### config.mk
export PLATFORM = sky130hd
export DESIGN_NAME = disparity_to_point_reprojection
export DESIGN_NICKNAME = d
export VERILOG_FILES = /design/src/dpr_pkg.sv /design/src/dpr_front.sv /design/src/dpr_fifo.sv /design/src/dpr_back.sv /design/src/disparity_to_point_reprojection.sv
export VERILOG_INCLUDE_DIRS = /design/src /design/src/src
export SDC_FILE = /design/constraint.sdc
export NUM_CORES = 2
export LEC_CHECK = 0
export BUFFER_PORTS_ARGS = -buffer_cell sky130_fd_sc_hd__buf_2
export CAP_MARGIN = 10
export CELL_PAD_IN_SITES_DETAIL_PLACEMENT = 1
export CELL_PAD_IN_SITES_GLOBAL_PLACEMENT = 2
export CORE_MARGIN = 3
export CORE_UTILIZATION = 49
export DETAILED_ROUTE_END_ITERATION = 8
export PLACE_DENSITY = 0.93
export SYNTH_ARGS = -nofsm -noshare
export SYNTH_HDL_FRONTEND = slang
export SYNTH_SLANG_ARGS = --single-unit
### constraint.sdc
create_clock -name clk -period 26.3 [get_ports clk]
set_clock_uncertainty 0.2 [all_clocks]
set_input_delay 5.26 -clock clk [delete_from_list [all_inputs] [get_ports clk]]
set_output_delay 5.26 -clock clk [all_outputs]
set_load 0.02 [all_outputs]
### src/disparity_to_point_reprojection_defines.svh
// Assertion macros for the reprojection block
`ifndef DISPARITY_TO_POINT_REPROJECTION_DEFINES_SVH
`define DISPARITY_TO_POINT_REPROJECTION_DEFINES_SVH
// implication checked every clock outside reset
`define DPR_ASSERT_IMP(label, ante, cons) \
  label: assert property (@(posedge clk) disable iff (rst) (ante) |-> (cons)) \
    else $error("dpr check failed");
// next-cycle implication
`define DPR_ASSERT_NEXT(label, ante, cons) \
  label: assert property (@(posedge clk) disable iff (rst) (ante) |=> (cons)) \
    else $error("dpr check failed");
`endif

### src/dpr_pkg.sv
// Shared types and constants of the reprojection block
package dpr_pkg;
  localparam int unsigned NUM_W  = 50;
  localparam int unsigned DEN_W  = 48;
  localparam int unsigned Q_W    = 34;
  localparam logic [20:0] COUNT_MAX = 21'h1FFFFF;

  typedef enum logic [2:0] {
    REG_X_START = 3'd0, REG_Y_START = 3'd1, REG_WIDTH = 3'd2, REG_HEIGHT = 3'd3,
    REG_FOCAL = 3'd4, REG_INV_BASE = 3'd5, REG_COLOR = 3'd6, REG_NONE = 3'd7
  } reg_index_t;

  typedef enum logic [1:0] {
    CM_NONE = 2'd0, CM_GRAY = 2'd1, CM_RGB = 2'd2, CM_UNUSED = 2'd3
  } color_mode_t;

  // job handed from the front part to the back part
  typedef struct packed {
    logic signed [NUM_W-1:0] num_x;
    logic signed [NUM_W-1:0] num_y;
    logic signed [NUM_W-1:0] num_z;
    logic        [7:0]       red;
    logic        [7:0]       green;
    logic        [7:0]       blue;
    logic        [20:0]      count;
  } job_t;
endpackage

### src/dpr_front.sv
// Front part: pixel counters, divisor product, numerators and color selection
module dpr_front #(
  parameter int unsigned MAX_WIDTH  = 1024,
  parameter int unsigned MAX_HEIGHT = 1024
) (
  input  logic                clk,
  input  logic                rst,
  input  logic                in_valid,
  output logic                in_stall,
  input  logic signed [15:0]  disparity,
  input  logic [7:0]          chan_first,
  input  logic [7:0]          chan_second,
  input  logic [7:0]          chan_third,
  input  logic signed [31:0]  x_start,
  input  logic signed [31:0]  y_start,
  input  logic [10:0]         window_width,
  input  logic [10:0]         window_height,
  input  logic signed [31:0]  focal_length,
  input  logic signed [31:0]  inv_baseline_scaled,
  input  logic [1:0]          color_mode,
  output logic                job_valid,
  input  logic                job_stall,
  output dpr_pkg::job_t       job,
  output logic signed [dpr_pkg::DEN_W-1:0] job_den
);
  import dpr_pkg::*;
  localparam int CW = $clog2(MAX_WIDTH) + 1;
  localparam int RW = $clog2(MAX_HEIGHT) + 1;

  logic [CW-1:0] col;
  logic [RW-1:0] row;
  logic [20:0]   points_emitted;
  logic [12:0]   ew, eh;
  logic [CW-1:0] col_eff, col_inc;
  logic [RW-1:0] row_eff, row_inc;
  logic          take, emit;
  logic [20:0]   cnt_next;
  logic [7:0]    r, g, b;

  // clamp the window size into 1..MAX
  always_comb begin
    ew = (window_width == 11'd0) ? 13'd1 :
         ({2'b0, window_width} > 13'(MAX_WIDTH)) ? 13'(MAX_WIDTH) : {2'b0, window_width};
    eh = (window_height == 11'd0) ? 13'd1 :
         ({2'b0, window_height} > 13'(MAX_HEIGHT)) ? 13'(MAX_HEIGHT) : {2'b0, window_height};
  end

  assign in_stall = job_valid && job_stall;
  assign take     = in_valid && !in_stall;
  assign emit     = disparity > 16'sd0;

  always_comb begin
    col_eff  = (13'(col) >= ew) ? '0 : col;
    row_eff  = (13'(row) >= eh) ? '0 : row;
    col_inc  = col_eff + 1'b1;
    row_inc  = row_eff + 1'b1;
    cnt_next = (emit && points_emitted != COUNT_MAX) ? points_emitted + 1'b1 : points_emitted;
    case (color_mode_t'(color_mode))
      CM_GRAY: begin r = chan_first; g = chan_first; b = chan_first; end
      CM_RGB:  begin r = chan_first; g = chan_second; b = chan_third; end
      default: begin r = '0; g = '0; b = '0; end
    endcase
  end

  // counters
  always_ff @(posedge clk) begin
    if (rst) begin
      col <= '0; row <= '0; points_emitted <= '0;
    end else if (take) begin
      if (13'(col_inc) >= ew) begin
        col <= '0;
        if (13'(row_inc) >= eh) begin
          row <= '0; points_emitted <= '0;
        end else begin
          row <= row_inc; points_emitted <= cnt_next;
        end
      end else begin
        col <= col_inc; row <= row_eff; points_emitted <= cnt_next;
      end
    end
  end

  // registered job: one 32x16 product and three numerators
  always_ff @(posedge clk) begin
    if (rst) job_valid <= 1'b0;
    else if (!in_stall) job_valid <= take && emit;
  end

  always_ff @(posedge clk) begin
    if (take) begin
      job_den     <= DEN_W'(inv_baseline_scaled) * DEN_W'(disparity);
      job.num_x   <= NUM_W'(x_start) + NUM_W'(signed'({1'b0, col_eff, 16'b0}));
      job.num_y   <= NUM_W'(y_start) + NUM_W'(signed'({1'b0, row_eff, 16'b0}));
      job.num_z   <= NUM_W'(focal_length);
      job.red     <= r;
      job.green   <= g;
      job.blue    <= b;
      job.count   <= cnt_next;
    end
  end
endmodule

### src/dpr_fifo.sv
// Short queue between the front and back parts
module dpr_fifo #(
  parameter int unsigned W = 8,
  parameter int unsigned DEPTH = 4
) (
  input  logic         clk,
  input  logic         rst,
  input  logic         wr_valid,
  output logic         wr_stall,
  input  logic [W-1:0] wr_data,
  output logic         rd_valid,
  input  logic         rd_stall,
  output logic [W-1:0] rd_data
);
  localparam int AW = $clog2(DEPTH);
  logic [W-1:0]  mem [DEPTH];
  logic [AW-1:0] wp, rp;
  logic [AW:0]   fill;
  logic          wr, rd;

  assign wr_stall = (fill == (AW+1)'(DEPTH));
  assign rd_valid = (fill != '0);
  assign wr       = wr_valid && !wr_stall;
  assign rd       = rd_valid && !rd_stall;
  assign rd_data  = mem[rp];

  always_ff @(posedge clk) begin
    if (wr) mem[wp] <= wr_data;
  end

  always_ff @(posedge clk) begin
    if (rst) begin
      wp <= '0; rp <= '0; fill <= '0;
    end else begin
      if (wr) wp <= (wp == AW'(DEPTH-1)) ? '0 : wp + 1'b1;
      if (rd) rp <= (rp == AW'(DEPTH-1)) ? '0 : rp + 1'b1;
      fill <= fill + (AW+1)'(wr) - (AW+1)'(rd);
    end
  end
endmodule

### src/dpr_back.sv
// Back part: serial restoring divider for the three coordinates, one output register
module dpr_back (
  input  logic                             clk,
  input  logic                             rst,
  input  logic                             job_valid,
  output logic                             job_stall,
  input  dpr_pkg::job_t                    job,
  input  logic signed [dpr_pkg::DEN_W-1:0] job_den,
  output logic                             out_valid,
  input  logic                             out_stall,
  output logic signed [31:0]               point_x,
  output logic signed [31:0]               point_y,
  output logic signed [31:0]               point_z,
  output logic [7:0]                       color_red,
  output logic [7:0]                       color_green,
  output logic [7:0]                       color_blue,
  output logic [20:0]                      point_number
);
  import dpr_pkg::*;
  `include "disparity_to_point_reprojection_defines.svh"

  typedef enum logic [2:0] {
    ST_IDLE = 3'b001, ST_DIV = 3'b010, ST_OUT = 3'b100
  } state_t;

  localparam int SH_W = NUM_W + 16;   // magnitude of N * 2^16 plus rounding
  state_t        state;
  job_t          cur;
  logic [DEN_W-1:0] up;
  logic          pneg;
  logic [1:0]    sel;
  logic [6:0]    bitn;
  logic [SH_W:0] dvd;           // dividend shifted out msb first
  logic [DEN_W:0] rem;
  logic [Q_W+31:0] quo;
  logic          qneg;
  logic [31:0]   res [3];
  logic signed [NUM_W-1:0] n_sel;
  logic [NUM_W-1:0] n_mag;
  logic [DEN_W:0] rem_sh, rem_sub;
  logic [31:0]   sat;
  logic          over;

  assign job_stall = (state != ST_IDLE);

  always_comb begin
    case (sel)
      2'd0:    n_sel = cur.num_x;
      2'd1:    n_sel = cur.num_y;
      default: n_sel = cur.num_z;
    endcase
    n_mag   = n_sel[NUM_W-1] ? NUM_W'(-n_sel) : NUM_W'(n_sel);
    rem_sh  = {rem[DEN_W-1:0], dvd[SH_W]};
    rem_sub = rem_sh - {1'b0, up};
    // saturation of the finished quotient
    over = qneg ? (quo > 66'h80000000) : (quo > 66'h7FFFFFFF);
    if (up == '0)
      sat = (n_sel == '0) ? 32'h0 : n_sel[NUM_W-1] ? 32'h80000000 : 32'h7FFFFFFF;
    else if (over)
      sat = qneg ? 32'h80000000 : 32'h7FFFFFFF;
    else
      sat = qneg ? 32'(-quo[31:0]) : quo[31:0];
  end

  always_ff @(posedge clk) begin
    if (rst) begin
      state <= ST_IDLE; out_valid <= 1'b0;
    end else begin
      case (state)
        ST_IDLE: if (job_valid) begin
          cur   <= job;
          up    <= job_den[DEN_W-1] ? DEN_W'(-job_den) : DEN_W'(job_den);
          pneg  <= job_den[DEN_W-1];
          sel   <= 2'd0;
          bitn  <= '0;
          rem   <= '0;
          quo   <= '0;
          dvd   <= '0;
          state <= ST_DIV;
        end
        ST_DIV: begin
          if (bitn == 7'd0) begin
            // load numerator: (|N| << 16) + |P|/2, the half added for rounding
            dvd  <= (SH_W+1)'({n_mag, 16'b0}) + (SH_W+1)'(up >> 1);
            qneg <= n_sel[NUM_W-1] ^ pneg;
            rem  <= '0;
            quo  <= '0;
            bitn <= 7'd1;
          end else if (bitn == 7'(SH_W + 2)) begin
            // quotient complete: keep X or Y and start the next one, or go to output after Z
            bitn <= '0;
            if (sel != 2'd2) begin
              res[sel] <= sat;
              sel      <= sel + 1'b1;
            end else begin
              state <= ST_OUT;
            end
          end else begin
            if (!rem_sub[DEN_W]) begin
              rem <= rem_sub; quo <= {quo[Q_W+30:0], 1'b1};
            end else begin
              rem <= rem_sh;  quo <= {quo[Q_W+30:0], 1'b0};
            end
            dvd  <= {dvd[SH_W-1:0], 1'b0};
            bitn <= bitn + 1'b1;
          end
        end
        ST_OUT: if (!out_valid || !out_stall) begin
          point_x      <= res[0];
          point_y      <= res[1];
          point_z      <= sat;
          color_red    <= cur.red;
          color_green  <= cur.green;
          color_blue   <= cur.blue;
          point_number <= cur.count;
          out_valid    <= 1'b1;
          state        <= ST_IDLE;
        end
        default: state <= ST_IDLE;
      endcase
      if (out_valid && !out_stall && !(state == ST_OUT)) out_valid <= 1'b0;
    end
  end

  `DPR_ASSERT_IMP(a_stall_busy, state != ST_IDLE, job_stall)
  `DPR_ASSERT_NEXT(a_out_hold, out_valid && out_stall, out_valid)
  `DPR_ASSERT_IMP(a_sel_range, state == ST_DIV, sel != 2'd3)
endmodule

### src/disparity_to_point_reprojection.sv
// Top level of the disparity to 3D point reprojection block
// Usage:
//  Input channel (in_valid/in_stall) takes one disparity pixel beat per pixel of
//  the window in raster order, with its color. The block keeps column and row
//  counters; a pixel with disparity of zero or less yields no output beat.
//  Output channel (out_valid/out_stall) gives X, Y, Z in Q16.16, the color and
//  the running point count of the window.
//  Configuration: cfg_write with cfg_index/cfg_data, only while idle.
//  From input beat to output beat a point passes the front job register, the
//  queue and the back part; the back part takes a new point only when done with
//  the last. The serial restoring divider (one quotient bit per cycle, shared by
//  the three coordinates) sets the pace. Pixels with no point make no job.
//  A four-beat queue parts the front and back parts.
//  Reset clears counters, queue and output valid and loads register defaults.
//  When the receiver stalls, the output beat holds and the queue fills, then
//  in_stall rises.
module disparity_to_point_reprojection #(
  parameter int unsigned MAX_WIDTH  = 1024,
  parameter int unsigned MAX_HEIGHT = 1024
) (
  input  logic               clk,
  input  logic               rst,
  input  logic               cfg_write,
  input  logic [2:0]         cfg_index,
  input  logic [31:0]        cfg_data,
  input  logic               in_valid,
  output logic               in_stall,
  input  logic signed [15:0] disparity,
  input  logic [7:0]         chan_first,
  input  logic [7:0]         chan_second,
  input  logic [7:0]         chan_third,
  output logic               out_valid,
  input  logic               out_stall,
  output logic signed [31:0] point_x,
  output logic signed [31:0] point_y,
  output logic signed [31:0] point_z,
  output logic [7:0]         color_red,
  output logic [7:0]         color_green,
  output logic [7:0]         color_blue,
  output logic [20:0]        point_number
);
  import dpr_pkg::*;

  logic signed [31:0] x_start, y_start, focal_length, inv_baseline_scaled;
  logic [10:0] window_width, window_height;
  logic [1:0]  color_mode;
  logic        fj_valid, fj_stall, bj_valid, bj_stall;
  job_t        fj, bj;
  logic signed [DEN_W-1:0] fden, bden;

  // configuration registers
  always_ff @(posedge clk) begin
    if (rst) begin
      x_start <= '0; y_start <= '0; window_width <= 11'd640; window_height <= 11'd480;
      focal_length <= '0; inv_baseline_scaled <= 32'sd65536; color_mode <= CM_NONE;
    end else if (cfg_write) begin
      case (reg_index_t'(cfg_index))
        REG_X_START:  x_start <= cfg_data;
        REG_Y_START:  y_start <= cfg_data;
        REG_WIDTH:    window_width <= cfg_data[10:0];
        REG_HEIGHT:   window_height <= cfg_data[10:0];
        REG_FOCAL:    focal_length <= cfg_data;
        REG_INV_BASE: inv_baseline_scaled <= cfg_data;
        REG_COLOR:    color_mode <= cfg_data[1:0];
        default: ;
      endcase
    end
  end

  dpr_front #(.MAX_WIDTH(MAX_WIDTH), .MAX_HEIGHT(MAX_HEIGHT)) u_front (
    .clk, .rst, .in_valid, .in_stall, .disparity, .chan_first, .chan_second,
    .chan_third, .x_start, .y_start, .window_width, .window_height,
    .focal_length, .inv_baseline_scaled, .color_mode,
    .job_valid(fj_valid), .job_stall(fj_stall), .job(fj), .job_den(fden)
  );

  dpr_fifo #(.W($bits(job_t) + DEN_W), .DEPTH(4)) u_fifo (
    .clk, .rst, .wr_valid(fj_valid), .wr_stall(fj_stall), .wr_data({fj, fden}),
    .rd_valid(bj_valid), .rd_stall(bj_stall), .rd_data({bj, bden})
  );

  dpr_back u_back (
    .clk, .rst, .job_valid(bj_valid), .job_stall(bj_stall), .job(bj), .job_den(bden),
    .out_valid, .out_stall, .point_x, .point_y, .point_z, .color_red,
    .color_green, .color_blue, .point_number
  );
endmodule
==> results_dict.tcl <==
set metrics [dict create \
    die-area_um2 187000 \
    seq_power_share 0.419 \
    power_frac_clock 0.287 \
    cp_slowest_stage_delay_ns 0.62 \
    drc 0 \
    async_reset_ff_frac 0 \
    overflow 0 \
    maxCapViolCount 0 \
    grt_pass1_vias 61200 \
    ant_nets 0 \
    arrival_ns 12.48 \
    dp_hpwl_mm 164 \
    cts_resized 0 \
    slew_violations 0 \
    cp-startpoint "disparity[15]" \
    synth_area_um2 89300 \
    final_cell_mix "edfxtp_1 (1543), nand2_1 (888), inv_1 (730)" \
    cp_cell_sequence "buf_2, clkinv_1, buf_4, nor2_1, fa_1, fa_1, fa_1, fa_1, fa_1, inv_1, fa_1, inv_1, ha_1, and4_1, and4_1, a32oi_1, o211ai_1, a31oi_1, o21ai_0, a31o_2, a21oi_1, xnor2_1" \
    worst_pin_slew_ns 1.24 \
    rows 156 \
    syn_avg_cell_area_um2 13.1 \
    synth_cell_types 82 \
    ys.flop_type "edfxtp_1" \
    power.leakage_uw 0.0377 \
    cpMostUsedCell "fa_1" \
    p_sw_frac 0.333 \
    grt_max_degree 140 \
    synth_edf_count 1543 \
    fmax_ghz 0.0824 \
    routed-via-count 56600 \
    combPwrFrac 0.294 \
    io_buffers 222 \
    wl_per_cell_um 26.5 \
    vias_per_cell 5.94 \
    hold_start "u_back.cur[32]" \
    filler_cell_count 17800 \
    nets 7860 \
    die_h_um 433 \
    grt_pass1_wl_mm 383 \
    setup_viol 0 \
    cp_max_fo 17 \
    finalCritPeriodShare 0.461 \
    gp_congestion 0.874 \
    cts.root.buffer_cell "clkbuf_16" \
    core_um2 181000 \
    p_int_uw 5910 \
    areaGrowthSynthToFinish_pct 10.6 \
    fin_setup_tns_ns 0 \
    drive_above_1_share 0.114 \
    clk_pin_slew_ns 0.07 \
    die_x_um 433 \
    final-seq-area_um2 50500 \
    setup.worst_path.end_class "flip-flop" \
    clock_sinks 1752 \
    p_total_uw 8870 \
    cp-start-kind "primary input" \
    cts_tree "done" \
    slowest_stage "a31oi_1" \
    drt_iter0_markers 5323 \
    clk_path_buf_depth 3 \
    postCtsHoldBufs 0 \
    grt_setup_unrepaired "no" \
    slew_headroom 0.163 \
    postCtsSetupBuffers 0 \
    seq_area_frac_synth 0.566 \
    ir_drop_mv 0.0652 \
    yosys_warnings 0 \
    finalHoldViolCount 0 \
    critPathKind "primary input to flip-flop" \
    synthCells 6834 \
    start_util 0.494 \
    p_per_area_nw_per_um2 89.8 \
    fin_crit_ns 12.13 \
    fin_util 0.546 \
    crit-reg2reg-launch "inv_baseline_scaled[12]" \
    grt_use_total 0.270 \
    syn_nets 7684 \
    firstDrtPassIters 5 \
    outcome "complete, no violations" \
    clock_latency_ns 0.84 \
    numCtsBuffers 173 \
    htreeDepth 4 \
    multi_input_area_um2 35000 \
    ys_ff_latch 1752 \
    hold_path_class "flip-flop to flip-flop" \
    ios 223 \
    worstPathRequired_ns 26.65 \
    p_sw_uw 2950 \
    antenna_found_initial 6 \
    wl_mm 252 \
    final_common_cell "edfxtp_1" \
]
## logic make-up after synthesis
| family | count (synthesis) | synth area share |
|---|---|---|
| buffers and inverters | 1031 | 0.0440 |
| DFF | 1752 | 0.566 |
| xor gates and xnor gates | 290 | 0.0284 |
| muxes | 236 | 0.0531 |
| adders and majority gates | 770 | 0.149 |
| and+or+nand+nor | 1822 | 0.0955 |
| AOI/OAI and AO/OA | 933 | 0.0643 |
## cells in the mapped netlist, types with 18 or more instances
master	n	share of area
edfxtp_1	1543	0.52
a21oi_1	404	0.023
and3_1	111	0.0078
a31oi_1	40	0.0028
o31ai_1	21	0.0018
nor2b_1	37	0.0026
buf_2	19	0.0011
clkbuf_1	255	0.011
o21ai_1	33	0.0018
mux2i_1	44	0.0049
mux4_2	190	0.048
nor2_1	255	0.011
a211oi_1	24	0.0020
a22o_1	43	0.0042
inv_1	731	0.031
nor4_1	39	0.0027
and2_1	204	0.014
xnor2_1	185	0.018
nand2b_1	28	0.0020
buf_1	18	0.00076
nand2_1	890	0.037
nand3_1	76	0.0043
ha_1	279	0.039
xor2_1	105	0.010
o21a_1	22	0.0018
fa_1	491	0.11
a21o_1	91	0.0076
or3_1	28	0.0020
dfxtp_1	209	0.047
o21ai_0	120	0.0067
nor3_1	42	0.0024
nand4_1	39	0.0027
## stage by stage
stage / hold WS, ns / setup slack (ns) / area, um^2 / std cells
after floorplan: 0.200 / 9.32 / 89300 / 6834
after global placement: 0.201 / 13.68 / 93000 / 9205
after detailed placement: 0.206 / 13.44 / 93000 / 9205
after CTS: 0.194 / 14.25 / 98800 / 9530
after global routing: 0.215 / 13.80 / 98800 / 9530
final: 0.208 / 14.17 / 98800 / 9532
## registers in the layout, indices dropped and copies added, names as in the netlist, 48 cells and up, named ones only
name             cells
u_fifo.mem         764
u_back.cur         143
u_front.job        143
u_back.dvd          67
u_back.quo          66
u_back.res          64
u_back.rem          48
u_back.up           48
u_front.job_den     48
## power by group through the flow
stage | Combinational (uW) | Clock [uW] | Sequential (uW)
after detailed placement | 2570 | 0 | 3760
after global placement | 2480 | 0 | 3730
after CTS | 2610 | 2580 | 3710
final | 2610 | 2540 | 3710
after floorplan | 1930 | 0 | 3650
after global routing | 2870 | 2690 | 3730
## final timing paths
kind	slack (ns)	depth (start not counted)	endpoint
worst min register to register	0.21	0	u_back.color_green[3]
worst min-delay path	0.21	0	u_back.color_green[3]
worst max-delay path	14.17	22	u_front.job_den[41]
worst max register to register	18.22	22	u_front.job_den[41]
## layer usage
metal / wire length [um] / GRT usage
met1: 100000 / 0.354
met2: 125000 / 0.457
met3: 18200 / 0.0430
met4: 9190 / 0.0971
met5: 13 / 0
## critical path, delay by kind of cell
kind | cells | cell delay (ns)
buffers and inverters | 5 | 1.01
AO/OA/AOI/OAI | 6 | 1.92
adder cells (fa/ha/maj) | 7 | 3.55
AND/OR/NAND/NOR | 3 | 0.63
XOR/XNOR | 1 | 0.10
## cell type report
cell class	count	share of cell area
diodes	2	0.0000507
clock buffers	211	0.0462
clock inverters	114	0.0126
inverters	734	0.0280
multi-input cells	4051	0.354
flip-flops and latches	1752	0.512
well taps	2370	0.0300
repair buffers	298	0.0173
Note: power is estimated with default switching activity, not from simulation.
